<file path="src/rtl/core/gbr_pkg.sv">
`default_nettype none

package gbr_pkg;

  // Display size in pixels; both fit in ten bits so that 512 is representable.
  localparam logic [9:0] DISPLAY_WIDTH  = 10'd240;
  localparam logic [9:0] DISPLAY_HEIGHT = 10'd320;

  // Glyph heights that draw anything, and their byte budgets.
  localparam logic [4:0] HEIGHT_SMALL = 5'd12;
  localparam logic [4:0] HEIGHT_LARGE = 5'd16;

  // Bits in one glyph byte.
  localparam logic [3:0] BYTE_BITS = 4'd8;

  // Configuration register indexes.
  localparam logic [1:0] REG_CHAR_HEIGHT = 2'd0;
  localparam logic [1:0] REG_TRANSPARENT = 2'd1;
  localparam logic [1:0] REG_TEXT_COLOR  = 2'd2;

  localparam logic [4:0]  RST_CHAR_HEIGHT = 5'd16;
  localparam logic [15:0] RST_TEXT_COLOR  = 16'hFFFF;

  typedef struct packed {
    logic accept;  // capture the input item
    logic load;    // apply first-byte handling, decide, build the pixel mask
    logic step;    // walk one glyph bit
  } gbr_cmd_t;

  typedef struct packed {
    logic draw;        // the captured byte produces a pixel walk
    logic emit_block;  // this bit needs the output register, which is full
    logic loop_end;    // this bit is the last one walked for the byte
  } gbr_stat_t;

endpackage

`default_nettype wire

</file>
<file path="src/rtl/core/glyph_bitmap_rasterizer_core.sv">
// Flow: an item is captured when taken, decided in the load state and, if it draws, walked one glyph
// bit per step; a drawn bit loads the output register as it is walked, but the step stalls while that
// register is full and not being drained. A new item is taken only after the walk of the last has
// ended, or straight after the load state when the byte draws nothing.
// Reset: rst_ni is asynchronous and active low; it clears the character state and restores
// char_height to 16, transparent to 0 and text_color to 0xFFFF.
`default_nettype none

module glyph_bitmap_rasterizer_core (
  input  wire logic        clk_i,
  input  wire logic        rst_ni,
  // Configuration write port.
  input  wire logic        cfg_we_i,
  input  wire logic [1:0]  cfg_idx_i,
  input  wire logic [15:0] cfg_wdata_i,
  // Input items: one glyph byte each.
  input  wire logic        in_valid_i,
  output logic             in_ready_o,
  input  wire logic [7:0]  glyph_bits_i,
  input  wire logic        first_byte_i,
  input  wire logic [8:0]  start_x_i,
  input  wire logic [8:0]  start_y_i,
  // Result items: one pixel write each.
  output logic             out_valid_o,
  input  wire logic        out_ready_i,
  output logic [8:0]       pixel_x_o,
  output logic [8:0]       pixel_y_o,
  output logic [15:0]      pixel_color_o,
  output logic             run_last_o
);

  // The controller sequences each item through capture, a decision cycle and a
  // bit walk. The datapath owns the cursor, the byte budget and the output
  // register, so a finished pixel can wait there while the next bit is walked.
  gbr_pkg::gbr_cmd_t  cmd;
  gbr_pkg::gbr_stat_t stat;

  gbr_ctrl u_ctrl (
    .clk_i      (clk_i),
    .rst_ni     (rst_ni),
    .in_valid_i (in_valid_i),
    .in_ready_o (in_ready_o),
    .stat_i     (stat),
    .cmd_o      (cmd)
  );

  // In the decision cycle the datapath works out how many bits the byte will
  // walk (bounded by the column end and the bottom edge) and marks the bits
  // that write a pixel. That mark tells each pixel whether it is the last one
  // of its item, without looking ahead during the walk.
  gbr_datapath u_datapath (
    .clk_i         (clk_i),
    .rst_ni        (rst_ni),
    .cmd_i         (cmd),
    .stat_o        (stat),
    .glyph_bits_i  (glyph_bits_i),
    .first_byte_i  (first_byte_i),
    .start_x_i     (start_x_i),
    .start_y_i     (start_y_i),
    .cfg_we_i      (cfg_we_i),
    .cfg_idx_i     (cfg_idx_i),
    .cfg_wdata_i   (cfg_wdata_i),
    .out_valid_o   (out_valid_o),
    .out_ready_i   (out_ready_i),
    .pixel_x_o     (pixel_x_o),
    .pixel_y_o     (pixel_y_o),
    .pixel_color_o (pixel_color_o),
    .run_last_o    (run_last_o)
  );

endmodule

`default_nettype wire

</file>
<file path="src/rtl/core/gbr_ctrl.sv">
`default_nettype none

module gbr_ctrl (
  input  wire logic              clk_i,
  input  wire logic              rst_ni,
  input  wire logic              in_valid_i,
  output logic                   in_ready_o,
  input  wire gbr_pkg::gbr_stat_t stat_i,
  output gbr_pkg::gbr_cmd_t      cmd_o
);

  localparam logic [1:0] ST_IDLE = 2'd0;
  localparam logic [1:0] ST_LOAD = 2'd1;
  localparam logic [1:0] ST_STEP = 2'd2;

  logic [1:0] state_q, state_d;

  assign in_ready_o = (state_q == ST_IDLE);

  always_comb begin
    cmd_o.accept = in_valid_i && (state_q == ST_IDLE);
    cmd_o.load   = (state_q == ST_LOAD);
    cmd_o.step   = (state_q == ST_STEP);
  end

  always_comb begin
    state_d = state_q;
    unique case (state_q)
      ST_IDLE: begin
        if (in_valid_i) state_d = ST_LOAD;
      end
      ST_LOAD: begin
        state_d = stat_i.draw ? ST_STEP : ST_IDLE;
      end
      ST_STEP: begin
        if (!stat_i.emit_block && stat_i.loop_end) state_d = ST_IDLE;
      end
      default: state_d = ST_IDLE;
    endcase
  end

  always_ff @(posedge clk_i or negedge rst_ni) begin
    if (!rst_ni) begin
      state_q <= ST_IDLE;
    end else begin
      state_q <= state_d;
    end
  end

endmodule

`default_nettype wire

</file>
<file path="src/rtl/core/gbr_datapath.sv">
`default_nettype none

module gbr_datapath (
  input  wire logic               clk_i,
  input  wire logic               rst_ni,
  input  wire gbr_pkg::gbr_cmd_t  cmd_i,
  output gbr_pkg::gbr_stat_t      stat_o,
  input  wire logic [7:0]         glyph_bits_i,
  input  wire logic               first_byte_i,
  input  wire logic [8:0]         start_x_i,
  input  wire logic [8:0]         start_y_i,
  input  wire logic               cfg_we_i,
  input  wire logic [1:0]         cfg_idx_i,
  input  wire logic [15:0]        cfg_wdata_i,
  output logic                    out_valid_o,
  input  wire logic               out_ready_i,
  output logic [8:0]              pixel_x_o,
  output logic [8:0]              pixel_y_o,
  output logic [15:0]             pixel_color_o,
  output logic                    run_last_o
);

  // Configuration registers.
  logic [4:0]  char_height_q;
  logic        transparent_q;
  logic [15:0] text_color_q;

  // Character state.
  logic [8:0] cursor_x_q, cursor_x_d;
  logic [8:0] cursor_y_q, cursor_y_d;
  logic [8:0] column_top_q, column_top_d;
  logic [4:0] bytes_done_q, bytes_done_d;
  logic       char_active_q, char_active_d;

  // Captured item and walk state.
  logic [7:0] bits_q, bits_d;
  logic       first_q;
  logic [8:0] start_x_q, start_y_q;
  logic [7:0] emask_q, emask_d;
  logic [2:0] cnt_q, cnt_d;

  // Output register.
  logic        out_valid_q;
  logic [8:0]  px_q, py_q;
  logic [15:0] pc_q;
  logic        pl_q;

  // Load-cycle terms.
  logic [4:0] total;
  logic [8:0] y_e, top_e;
  logic [4:0] bd_e;
  logic       act_e, draw;
  logic [8:0] d0;
  logic [4:0] col_rem;
  logic [9:0] bot_rem;
  logic [3:0] n_col, n_bot, n_steps;
  logic [7:0] walk_mask;

  // Step-cycle terms.
  logic       emit, out_free, advance, out_load;
  logic [9:0] ny, nx;
  logic [8:0] ny_off;
  logic       bot_hit, col_hit, right_hit;

  always_comb begin
    if (char_height_q == gbr_pkg::HEIGHT_SMALL || char_height_q == gbr_pkg::HEIGHT_LARGE) begin
      total = char_height_q;
    end else begin
      total = 5'd0;
    end
    y_e   = first_q ? start_y_q : cursor_y_q;
    top_e = first_q ? start_y_q : column_top_q;
    bd_e  = first_q ? 5'd0 : bytes_done_q;
    act_e = first_q ? (total != 5'd0) : char_active_q;
    draw  = act_e && (total != 5'd0) && (bd_e < total);

    // Bits walked before the column completes or the bottom edge is reached.
    d0      = y_e - top_e;
    col_rem = char_height_q - d0[4:0];
    if ({4'd0, char_height_q} > d0) begin
      n_col = (col_rem > 5'd8) ? gbr_pkg::BYTE_BITS : col_rem[3:0];
    end else begin
      n_col = gbr_pkg::BYTE_BITS;
    end
    bot_rem = gbr_pkg::DISPLAY_HEIGHT - {1'b0, y_e};
    if ({1'b0, y_e} < gbr_pkg::DISPLAY_HEIGHT) begin
      n_bot = (bot_rem > 10'd8) ? gbr_pkg::BYTE_BITS : bot_rem[3:0];
    end else begin
      n_bot = 4'd1;
    end
    n_steps   = (n_col < n_bot) ? n_col : n_bot;
    walk_mask = ~(8'hFF >> n_steps);
  end

  always_comb begin
    emit     = emask_q[7];
    out_free = !out_valid_q || out_ready_i;
    advance  = cmd_i.step && !(emit && !out_free);
    out_load = advance && emit;

    ny        = {1'b0, cursor_y_q} + 10'd1;
    ny_off    = ny[8:0] - column_top_q;
    nx        = {1'b0, cursor_x_q} + 10'd1;
    bot_hit   = (ny >= gbr_pkg::DISPLAY_HEIGHT);
    col_hit   = (ny_off == {4'd0, char_height_q});
    right_hit = (nx >= gbr_pkg::DISPLAY_WIDTH);

    stat_o.draw       = draw;
    stat_o.emit_block = emit && !out_free;
    stat_o.loop_end   = bot_hit || col_hit || (cnt_q == 3'd7);
  end

  always_comb begin
    cursor_x_d    = cursor_x_q;
    cursor_y_d    = cursor_y_q;
    column_top_d  = column_top_q;
    bytes_done_d  = bytes_done_q;
    char_active_d = char_active_q;
    bits_d        = bits_q;
    emask_d       = emask_q;
    cnt_d         = cnt_q;
    if (cmd_i.load) begin
      if (first_q) begin
        cursor_x_d   = start_x_q;
        cursor_y_d   = start_y_q;
        column_top_d = start_y_q;
      end
      char_active_d = act_e;
      bytes_done_d  = draw ? bd_e + 5'd1 : bd_e;
      emask_d       = (transparent_q ? bits_q : 8'hFF) & walk_mask;
      cnt_d         = 3'd0;
    end else if (advance) begin
      bits_d  = {bits_q[6:0], 1'b0};
      emask_d = {emask_q[6:0], 1'b0};
      cnt_d   = cnt_q + 3'd1;
      if (bot_hit) begin
        char_active_d = 1'b0;
      end else if (col_hit) begin
        cursor_y_d = column_top_q;
        if (right_hit) begin
          char_active_d = 1'b0;
        end else begin
          cursor_x_d = nx[8:0];
        end
      end else begin
        cursor_y_d = ny[8:0];
      end
    end
  end

  always_ff @(posedge clk_i or negedge rst_ni) begin
    if (!rst_ni) begin
      char_height_q <= gbr_pkg::RST_CHAR_HEIGHT;
      transparent_q <= 1'b0;
      text_color_q  <= gbr_pkg::RST_TEXT_COLOR;
    end else if (cfg_we_i) begin
      unique case (cfg_idx_i)
        gbr_pkg::REG_CHAR_HEIGHT: char_height_q <= cfg_wdata_i[4:0];
        gbr_pkg::REG_TRANSPARENT: transparent_q <= cfg_wdata_i[0];
        gbr_pkg::REG_TEXT_COLOR:  text_color_q  <= cfg_wdata_i;
        default: ;
      endcase
    end
  end

  always_ff @(posedge clk_i or negedge rst_ni) begin
    if (!rst_ni) begin
      cursor_x_q    <= 9'd0;
      cursor_y_q    <= 9'd0;
      column_top_q  <= 9'd0;
      bytes_done_q  <= 5'd0;
      char_active_q <= 1'b0;
      emask_q       <= 8'd0;
      cnt_q         <= 3'd0;
      out_valid_q   <= 1'b0;
    end else begin
      cursor_x_q    <= cursor_x_d;
      cursor_y_q    <= cursor_y_d;
      column_top_q  <= column_top_d;
      bytes_done_q  <= bytes_done_d;
      char_active_q <= char_active_d;
      emask_q       <= emask_d;
      cnt_q         <= cnt_d;
      if (out_load) begin
        out_valid_q <= 1'b1;
      end else if (out_ready_i) begin
        out_valid_q <= 1'b0;
      end
    end
  end

  // Payload registers.
  always_ff @(posedge clk_i) begin
    if (cmd_i.accept) begin
      bits_q    <= glyph_bits_i;
      first_q   <= first_byte_i;
      start_x_q <= start_x_i;
      start_y_q <= start_y_i;
    end else begin
      bits_q <= bits_d;
    end
    if (out_load) begin
      px_q <= cursor_x_q;
      py_q <= cursor_y_q;
      pc_q <= bits_q[7] ? text_color_q : 16'd0;
      pl_q <= (emask_q[6:0] == 7'd0);
    end
  end

  assign out_valid_o   = out_valid_q;
  assign pixel_x_o     = px_q;
  assign pixel_y_o     = py_q;
  assign pixel_color_o = pc_q;
  assign run_last_o    = pl_q;

endmodule

`default_nettype wire

</file>
<file path="config.mk">
export PLATFORM = sky130hd
export DESIGN_NAME = glyph_bitmap_rasterizer_core
export DESIGN_NICKNAME = d
export VERILOG_FILES = /design/src/rtl/core/gbr_pkg.sv /design/src/rtl/core/glyph_bitmap_rasterizer_core.sv /design/src/rtl/core/gbr_ctrl.sv /design/src/rtl/core/gbr_datapath.sv
export SDC_FILE = /design/constraint.sdc
export NUM_CORES = 1
export LEC_CHECK = 0
export BUFFER_PORTS_ARGS = -buffer_cell sky130_fd_sc_hd__buf_4
export CORE_AREA = 2 2 120 133
export CTS_CLUSTER_DIAMETER = 30
export CTS_CLUSTER_SIZE = 24
export DETAILED_ROUTE_END_ITERATION = 12
export DIE_AREA = 0 0 122 135
export PLACE_DENSITY = 0.72
export RECOVER_POWER = 100
export SETUP_SLACK_MARGIN = 0.02
export SYNTH_ARGS = -nofsm -noshare
export SYNTH_HDL_FRONTEND = slang
export SYNTH_SLANG_ARGS = --single-unit
export TNS_END_PERCENT = 10
</file>
<file path="constraint.sdc">
create_clock -name clk_i -period 15.9 [get_ports clk_i]
set_input_delay 0.795 -clock clk_i [delete_from_list [all_inputs] [get_ports clk_i]]
set_output_delay 0.795 -clock clk_i [all_outputs]
set_load 0.05 [all_outputs]
</file>
# ---- Word-level counts from Yosys, hierarchy flattened
# Cells that the tools add are included.
dict set report op_classes {
  muxes 40
  n_reduce_logical 32
  bitwise_logic 2
  addsub 8
  n_shift 1
  n_eq_ne 14
  div 0
  multipliers 0
  order_cmp 8
}
# operator n
set op_table {}
lappend op_table {{$mux W9} 12}
lappend op_table {{$mux W8} 6}
lappend op_table {{$add A9 B1 Y10 const B} 2}
lappend op_table {{$mux W4} 5}
lappend op_table {{$sub A9 B9 Y9} 2}
lappend op_table {{$mux W5} 3}
lappend op_table {{$reduce_and A2 Y1} 6}
lappend op_table {{$ge A10 B8 Y1 const B} 1}
lappend op_table {{$ge A10 B9 Y1 const B} 1}
lappend op_table {{$gt A10 B4 Y1 const B} 1}
lappend op_table {{$sub A9 B9 Y10 const A} 1}
lappend op_table {{$eq A9 B5 Y1} 1}
lappend op_table {{$gt A5 B9 Y1} 1}
lappend op_table {{$lt A9 B9 Y1 const B} 1}
lappend op_table {{$and A8 B8 Y8} 1}
lappend op_table {{$mux W1} 8}
lappend op_table {{$ne A2 B2 Y1 const B} 4}
lappend op_table {{$not A8 Y8} 1}
lappend op_table {{$reduce_bool A2 Y1} 4}
lappend op_table {{$shr A8 B4 Y8 const A} 1}
lappend op_table {{$logic_and A1 B1 Y1} 7}
lappend op_table {{$logic_not A7 Y1} 1}
lappend op_table {{$mux W2} 3}
lappend op_table {{$mux W3} 2}
lappend op_table {{other kinds (20)} 30}
dict set report word_totals {
  latch_bits 0
  register_bits 131
  mem_bits_ro 0
  output_inout_bits 37
  mem_count 0
  word_cells 125
  ramBits 0
}

# ---- Logic depth before layout (Yosys ltp)
dict set report logic_depth {
  word_depth 12
  mapped_depth 27
}

# ---- Hierarchy
# Synthesis repeated with hierarchy kept, for this count alone.
dict set report unflattened {
  cells_unflattened 693
  area_unflattened_um2 7465.9
}
# module n_inst seq_area_each_um2 cells_each area_per_inst_um2
set modules_own_cells {}
lappend modules_own_cells {gbr_datapath 1 3559.7 684 7368.3}
lappend modules_own_cells {gbr_ctrl 1 50.0 9 97.6}

# ---- Worst setup path after synthesis
# OpenSTA, ideal clock, no wires.
dict set report synth_path {
  path_type {flip-flop to flip-flop}
  from {register u_datapath.first_q}
  to {register u_datapath.emask_q[6]}
  stages_incl_launch_ff 28
  arrival_time_ns 5.413
  synth_period_minus_slack_ns 5.517
  required_time_ns 15.796
  setup_slack_ns 10.383
  path_cell_list {edfxtp_1 > buf_6 > buf_6 > buf_6 > clkbuf_1 > o21ai_0 > ha_1 > inv_1 > fa_1 > a21o_1 > a21oi_1 > xor2_1 > ha_1 > nor2b_1 > mux2i_1 > nor3_1 > a31oi_1 > a2111oi_2 > nand3_1 > inv_1 > ha_1 > a21o_1 > a21oi_1 > inv_1 > a311oi_4 > mux2i_1 > nor3_2 > a221oi_1}
}
dict set report synth_via {
  elab_chain_len 12
  elab_cells_between_ends 19
}
# element line_no
set synth_rtl {}
lappend synth_rtl {{start, declared} gbr_datapath.sv:37} ;# logic first_q;
lappend synth_rtl {{start signal, assigned} gbr_datapath.sv:196} ;# first_q <= first_byte_i;
lappend synth_rtl {{$mux W9 *} --}
lappend synth_rtl {{net u_datapath.top_e[0]} gbr_datapath.sv:50} ;# logic [8:0] y_e, top_e;
lappend synth_rtl {{$sub A9 B9 Y9 *} gbr_datapath.sv:78} ;# d0 = y_e - top_e;
lappend synth_rtl {{$sub A5 B5 Y5} gbr_datapath.sv:79} ;# col_rem = char_height_q - d0[4:0];
lappend synth_rtl {{$gt A5 B4 Y1} gbr_datapath.sv:81} ;# n_col = (col_rem > 5'd8) ? gbr_pkg::BYTE_BITS : col_rem[3:0];
lappend synth_rtl {{$mux W4} gbr_datapath.sv:81}
lappend synth_rtl {{$mux W4 *} gbr_datapath.sv:80} ;# if ({4'd0, char_height_q} > d0) begin
lappend synth_rtl {{$lt A4 B4 Y1} gbr_datapath.sv:91} ;# n_steps = (n_col < n_bot) ? n_col : n_bot;
lappend synth_rtl {{$mux W4 *} gbr_datapath.sv:91}
lappend synth_rtl {{$shr A8 B4 Y8 *} gbr_datapath.sv:92} ;# walk_mask = ~(8'hFF >> n_steps);
lappend synth_rtl {{$not A8 Y8 *} gbr_datapath.sv:92}
lappend synth_rtl {{$and A8 B8 Y8 *} gbr_datapath.sv:130} ;# emask_d = (transparent_q ? bits_q : 8'hFF) & walk_mask;
lappend synth_rtl {{$mux W8 *} gbr_datapath.sv:122} ;# if (cmd_i.load) begin
lappend synth_rtl {{end signal, assigned} gbr_datapath.sv:182} ;# emask_q <= emask_d;
lappend synth_rtl {{end, declared} gbr_datapath.sv:39} ;# logic [7:0] emask_q, emask_d;
# Mark *: on every way through the listed nets, which the timed path passes. The rest lies on a longest branch.
# A chain may end at the register's enable or synchronous reset.

# ---- Final worst setup path
dict set report layout_path {
  from {register u_datapath.first_q}
  to {register u_datapath.emask_q[7]}
}
dict set report layout_via {
  elab_chain_len 12
  elab_cells_between_ends 19
}
# element line_no
set layout_rtl {}
lappend layout_rtl {{$mux W9 (on tied branches)} --}
lappend layout_rtl {{$sub A9 B9 Y9} gbr_datapath.sv:78}
lappend layout_rtl {{$sub A5 B5 Y5} gbr_datapath.sv:79}
lappend layout_rtl {{$gt A5 B4 Y1} gbr_datapath.sv:81}
lappend layout_rtl {{$mux W4} gbr_datapath.sv:81}
lappend layout_rtl {{$mux W4} gbr_datapath.sv:80}
lappend layout_rtl {{$lt A4 B4 Y1} gbr_datapath.sv:91}
lappend layout_rtl {{$mux W4 *} gbr_datapath.sv:91}
lappend layout_rtl {{$shr A8 B4 Y8 *} gbr_datapath.sv:92}
lappend layout_rtl {{$not A8 Y8 *} gbr_datapath.sv:92}
lappend layout_rtl {{$and A8 B8 Y8 *} gbr_datapath.sv:130}
lappend layout_rtl {{$mux W8 *} gbr_datapath.sv:122}
# Mark *: on every way between the ends. The rest lies on a longest branch, timed or not.

==> summary.txt <==
Final layout
  – Nets: 843
  – Layout cells sized above 1: 20.1%
  – Area Growth Syn to Fin: 15.8%
  – Non-Filler Instances: 961
  – Antenna Cells: 0

Clock network
  – Clk_lat worst skew: 420 ps
  – Htree depth: 4
  – Clk sinks: approximately 130
  – CTS Buf Count: 17
  – Post-CTS Hold Fix Bufs: 0
  – Clock Pin Slew Worst Setup and Hold Paths: 60 ps
  – Root Buffer: clkbuf_16
  – Setup bufs post-CTS: 0
  – CTS Buffer Depth: 2
  – CTS tree: yes
  – # resized after CTS: 0

Synth
  – Synth warn: 0
  – Syn nets: 758
  – Post-synth top area cell: edfxtp_1
  – Synth top cells by count: 62 x edfxtp_1, 55 x nand2_1, 52 x dfrtp_1
  – Largest cells by area after synthesis: edfxtp_1 25%, dfrtp_1 18%, ha_1 6.4%
  – Ys async rst share: between 50% and 60%
  – Post-synthesis register bit count: 131
  – Top-count cell post-synth: edfxtp_1
  – Avg Cell Area, Syn: 11.1 sq um
  – Post-synth EDFFs: 62
  – Gate Count Post-Synth: 667
  – Ys flop type: edfxtp_1
  – Cell variety after synth: 76
  – Synthesized cell area: 7410 sq um
  – Seq/Total Area, Yosys: 48.7%
  – Post-synth top area share: 25.1%

Critical path
  – Kind of critical path: flip-flop to flip-flop
  – Arr. time, crit path: 8300 ps
  – CP Launch Type: flip-flop
  – Worst setup EP type: flip-flop
  – Required @ worst endpoint: roughly 16000 ps
  – Crit-path max FO: 35

Timing
  – Clock Skew: between 5 and 6 ps
  – Setup TNS Final: 0 ps
  – Final Setup Violations: 0
  – Worst Tran Pin Value: 3760 ps
  – Max Clk Rate: 125 MHz
  – Final min period: 7990 ps
  – Final hold vios: 0
  – Rel. slew slack: -151%
  – Unrepaired setup endpoints after global routing: no
  – Max Slew Vio Count: 161
  – Tcrit/Tclk final: 50.2%

Pwr
  – Logic pwr share: 35.5%
  – Net Sw Frac: 35.5%
  – VDD IR-drop max: between 0.08 and 0.09 mV
  – P per Cell Area: 165 nW/um^2
  – P_int: about 0.00091 W
  – Net Sw Power: 0.000501 W
  – Sequential fraction of design power: 35.4%
  – Clock power share: 29.1%
  – Leakage power: 3.44 nW
  – Total Power: 0.00141 W

Detailed routing
  – DR DRC count: 0
  – Final WL: 16600 um
  – Pre-Repair DR Iteration Count: 8
  – Routed wire per std cell: 17.3 um
  – Routed Antenna Nets: 0
  – Via count: about 5400
  – DRT iter0 DRCs: 414
  – Via density: 5.63

Floorplan
  – Core ar.: 15000 sq um
  – Die X: 122 um
  – Initial Util: 49.4%
  – Die height: 135 um
  – Die area: 16500 sq um
  – Ports: 87
  – Standard-cell row count: 47

Global route
  – Total grt overflow: 0
  – Initial antenna violation count: 0
  – Largest net degree at the start of global routing: 70
  – Combined global-route utilization of all metal layers: 21.0%
  – Number of global-route vias before repair: 5233
  – First-pass GRT wire length: 26800 um

Place
  – Final RePlAce weighted congestion: 0.883
  – Inst Count DP: 929
  – Port-buffer cells: 86
  – Dpl hpwl: 12100 um

Flow run
  – Max Cap Viol: 4

Status
  – Status: finished with violations
  – Failing checks: max-capacitance violations, max-slew violations

Hold path
  – HP Class: flip-flop to flip-flop
## placed cells by master (no fill, tap or decap), drive strengths merged, types with 3 or more instances in the layout
cell type | netlist | routed
nor3 | 16 | 16
edfxtp | 62 | 62
a21o | 3 | 3
and3 | 3 | 3
clkbuf | 16 | 83
dfstp | 17 | 17
xnor2 | 19 | 19
nand3 | 23 | 23
nor4 | 4 | 4
xor2 | 13 | 13
o32ai | 4 | 4
fa | 3 | 3
buf | 8 | 27
a21oi | 40 | 40
nor3b | 4 | 4
inv | 30 | 31
nor2 | 33 | 33
mux2 | 42 | 42
nand3b | 3 | 3
a2111oi | 4 | 4
o22ai | 5 | 5
o211ai | 5 | 5
a211oi | 4 | 4
bufinv | 0 | 4
o31ai | 3 | 3
nand4 | 8 | 8
or2 | 7 | 7
nand2 | 56 | 56
ha | 38 | 38
o21ai | 34 | 34
mux2i | 19 | 19
nor2b | 11 | 11
a31oi | 11 | 11
and2 | 22 | 22
clkinv | 0 | 7
dfrtp | 52 | 52
nand2b | 11 | 11
o21a | 6 | 6
## state kept, by name, summed over array words and instances (netlist names), 9 cells and up
| signal | count |
|---|---|
| u_datapath.pixel_y_o | 9 |
| u_datapath.column_top_q | 9 |
| u_datapath.start_x_q | 9 |
| u_datapath.pixel_x_o | 9 |
| u_datapath.cursor_x_q | 9 |
| u_datapath.pixel_color_o | 16 |
| u_datapath.start_y_q | 9 |
| u_datapath.cursor_y_q | 9 |
| u_datapath.text_color_q | 16 |
## worst paths after layout
kind,from,cells past startpoint,to,slack (ps)
setup reg to reg,u_datapath.first_q$_DFFE_PP_,25,u_datapath.emask_q[7]$_DFFE_PN0P_,7910
min in group asynchronous,rst_ni,1,u_datapath.bytes_done_q[2]$_DFFE_PN0P_,1670
hold / removal,u_datapath.column_top_q[5]$_DFFE_PN0P_,1,u_datapath.column_top_q[5]$_DFFE_PN0P_,510
max in group asynchronous,rst_ni,1,u_datapath.char_height_q[3]$_DFFE_PN0P_,12100
setup / recovery,u_datapath.first_q$_DFFE_PP_,25,u_datapath.emask_q[7]$_DFFE_PN0P_,7910
hold reg to reg,u_datapath.column_top_q[5]$_DFFE_PN0P_,1,u_datapath.column_top_q[5]$_DFFE_PN0P_,510
## cell families (layout without fill, tap and decap cells)
kind of cell | Yosys count | in the layout | share of synthesized area, %
AO/OA/AOI/OAI | 139 | 139 | 12.8
XOR/XNOR | 32 | 32 | 3.78
AND/OR/NAND/NOR | 207 | 207 | 14.6
adder cells (fa/ha/maj) | 41 | 41 | 7.22
multiplexers | 61 | 61 | 9.05
flip-flops | 131 | 131 | 48.7
buffers and inverters | 55 | 153 | 3.76
other | 1 | 1 | 0.0506
## layer usage
layer  vias up  GRT usage, %  routed length [um]
li1       2598             -                   -
met1      2595          27.7                7330
met2       202          34.5                8070
met3        15          4.94                1070
met4         0          6.19                 166
met5         -             0                   0
## power by group through the flow
stage	Combinational [W]	Sequential, W	Clock [W]
2_1_floorplan	0.000418	0.000477	0
3_3_place_gp	0.000500	0.000499	0
3_5_place_dp	0.000514	0.000503	0
4_1_cts	0.000518	0.000497	0.000417
5_1_grt	0.000562	0.000509	0.000431
6_report	0.000502	0.000499	0.000411
## area by class of cell
cell class	count	area (sq um)
timing repair buffer	91	518
clock buffer	19	443
sequential	131	3610
multi-input combinational	481	3470
fill	1315	6410
inverter	30	113
tap	196	245
clock inverter	13	181
## critical path, stage by stage (launching register included)
cell	delay, ps
edfxtp_1	320
clkbuf_1	1270
o21ai_0	700
inv_1	250
ha_1	200
inv_1	60
fa_1	420
a21o_1	190
a21oi_1	180
xor2_1	180
ha_1	290
nor2b_1	160
mux2i_1	90
nor3_1	130
a31oi_1	60
a2111oi_0	860
nand3_1	210
inv_1	110
ha_1	250
a21o_1	190
a21oi_1	300
inv_1	100
a311oi_1	450
mux2i_1	420
nor3_1	160
a221oi_1	320
## metrics by stage
stage | cell area (sq um) | util, % | hold slack, ps | worst slack (ps)
finish | 8580 | 57.2 | 507 | 7910
global route | 8580 | 57.2 | 517 | 7100
CTS | 8800 | 58.7 | 507 | 9690
detailed placement | 8180 | 54.5 | 495 | 9730
global placement | 8180 | 54.5 | 486 | 9970
floorplan | 7410 | - | 423 | 10380
(Power assumes the default switching activity.)
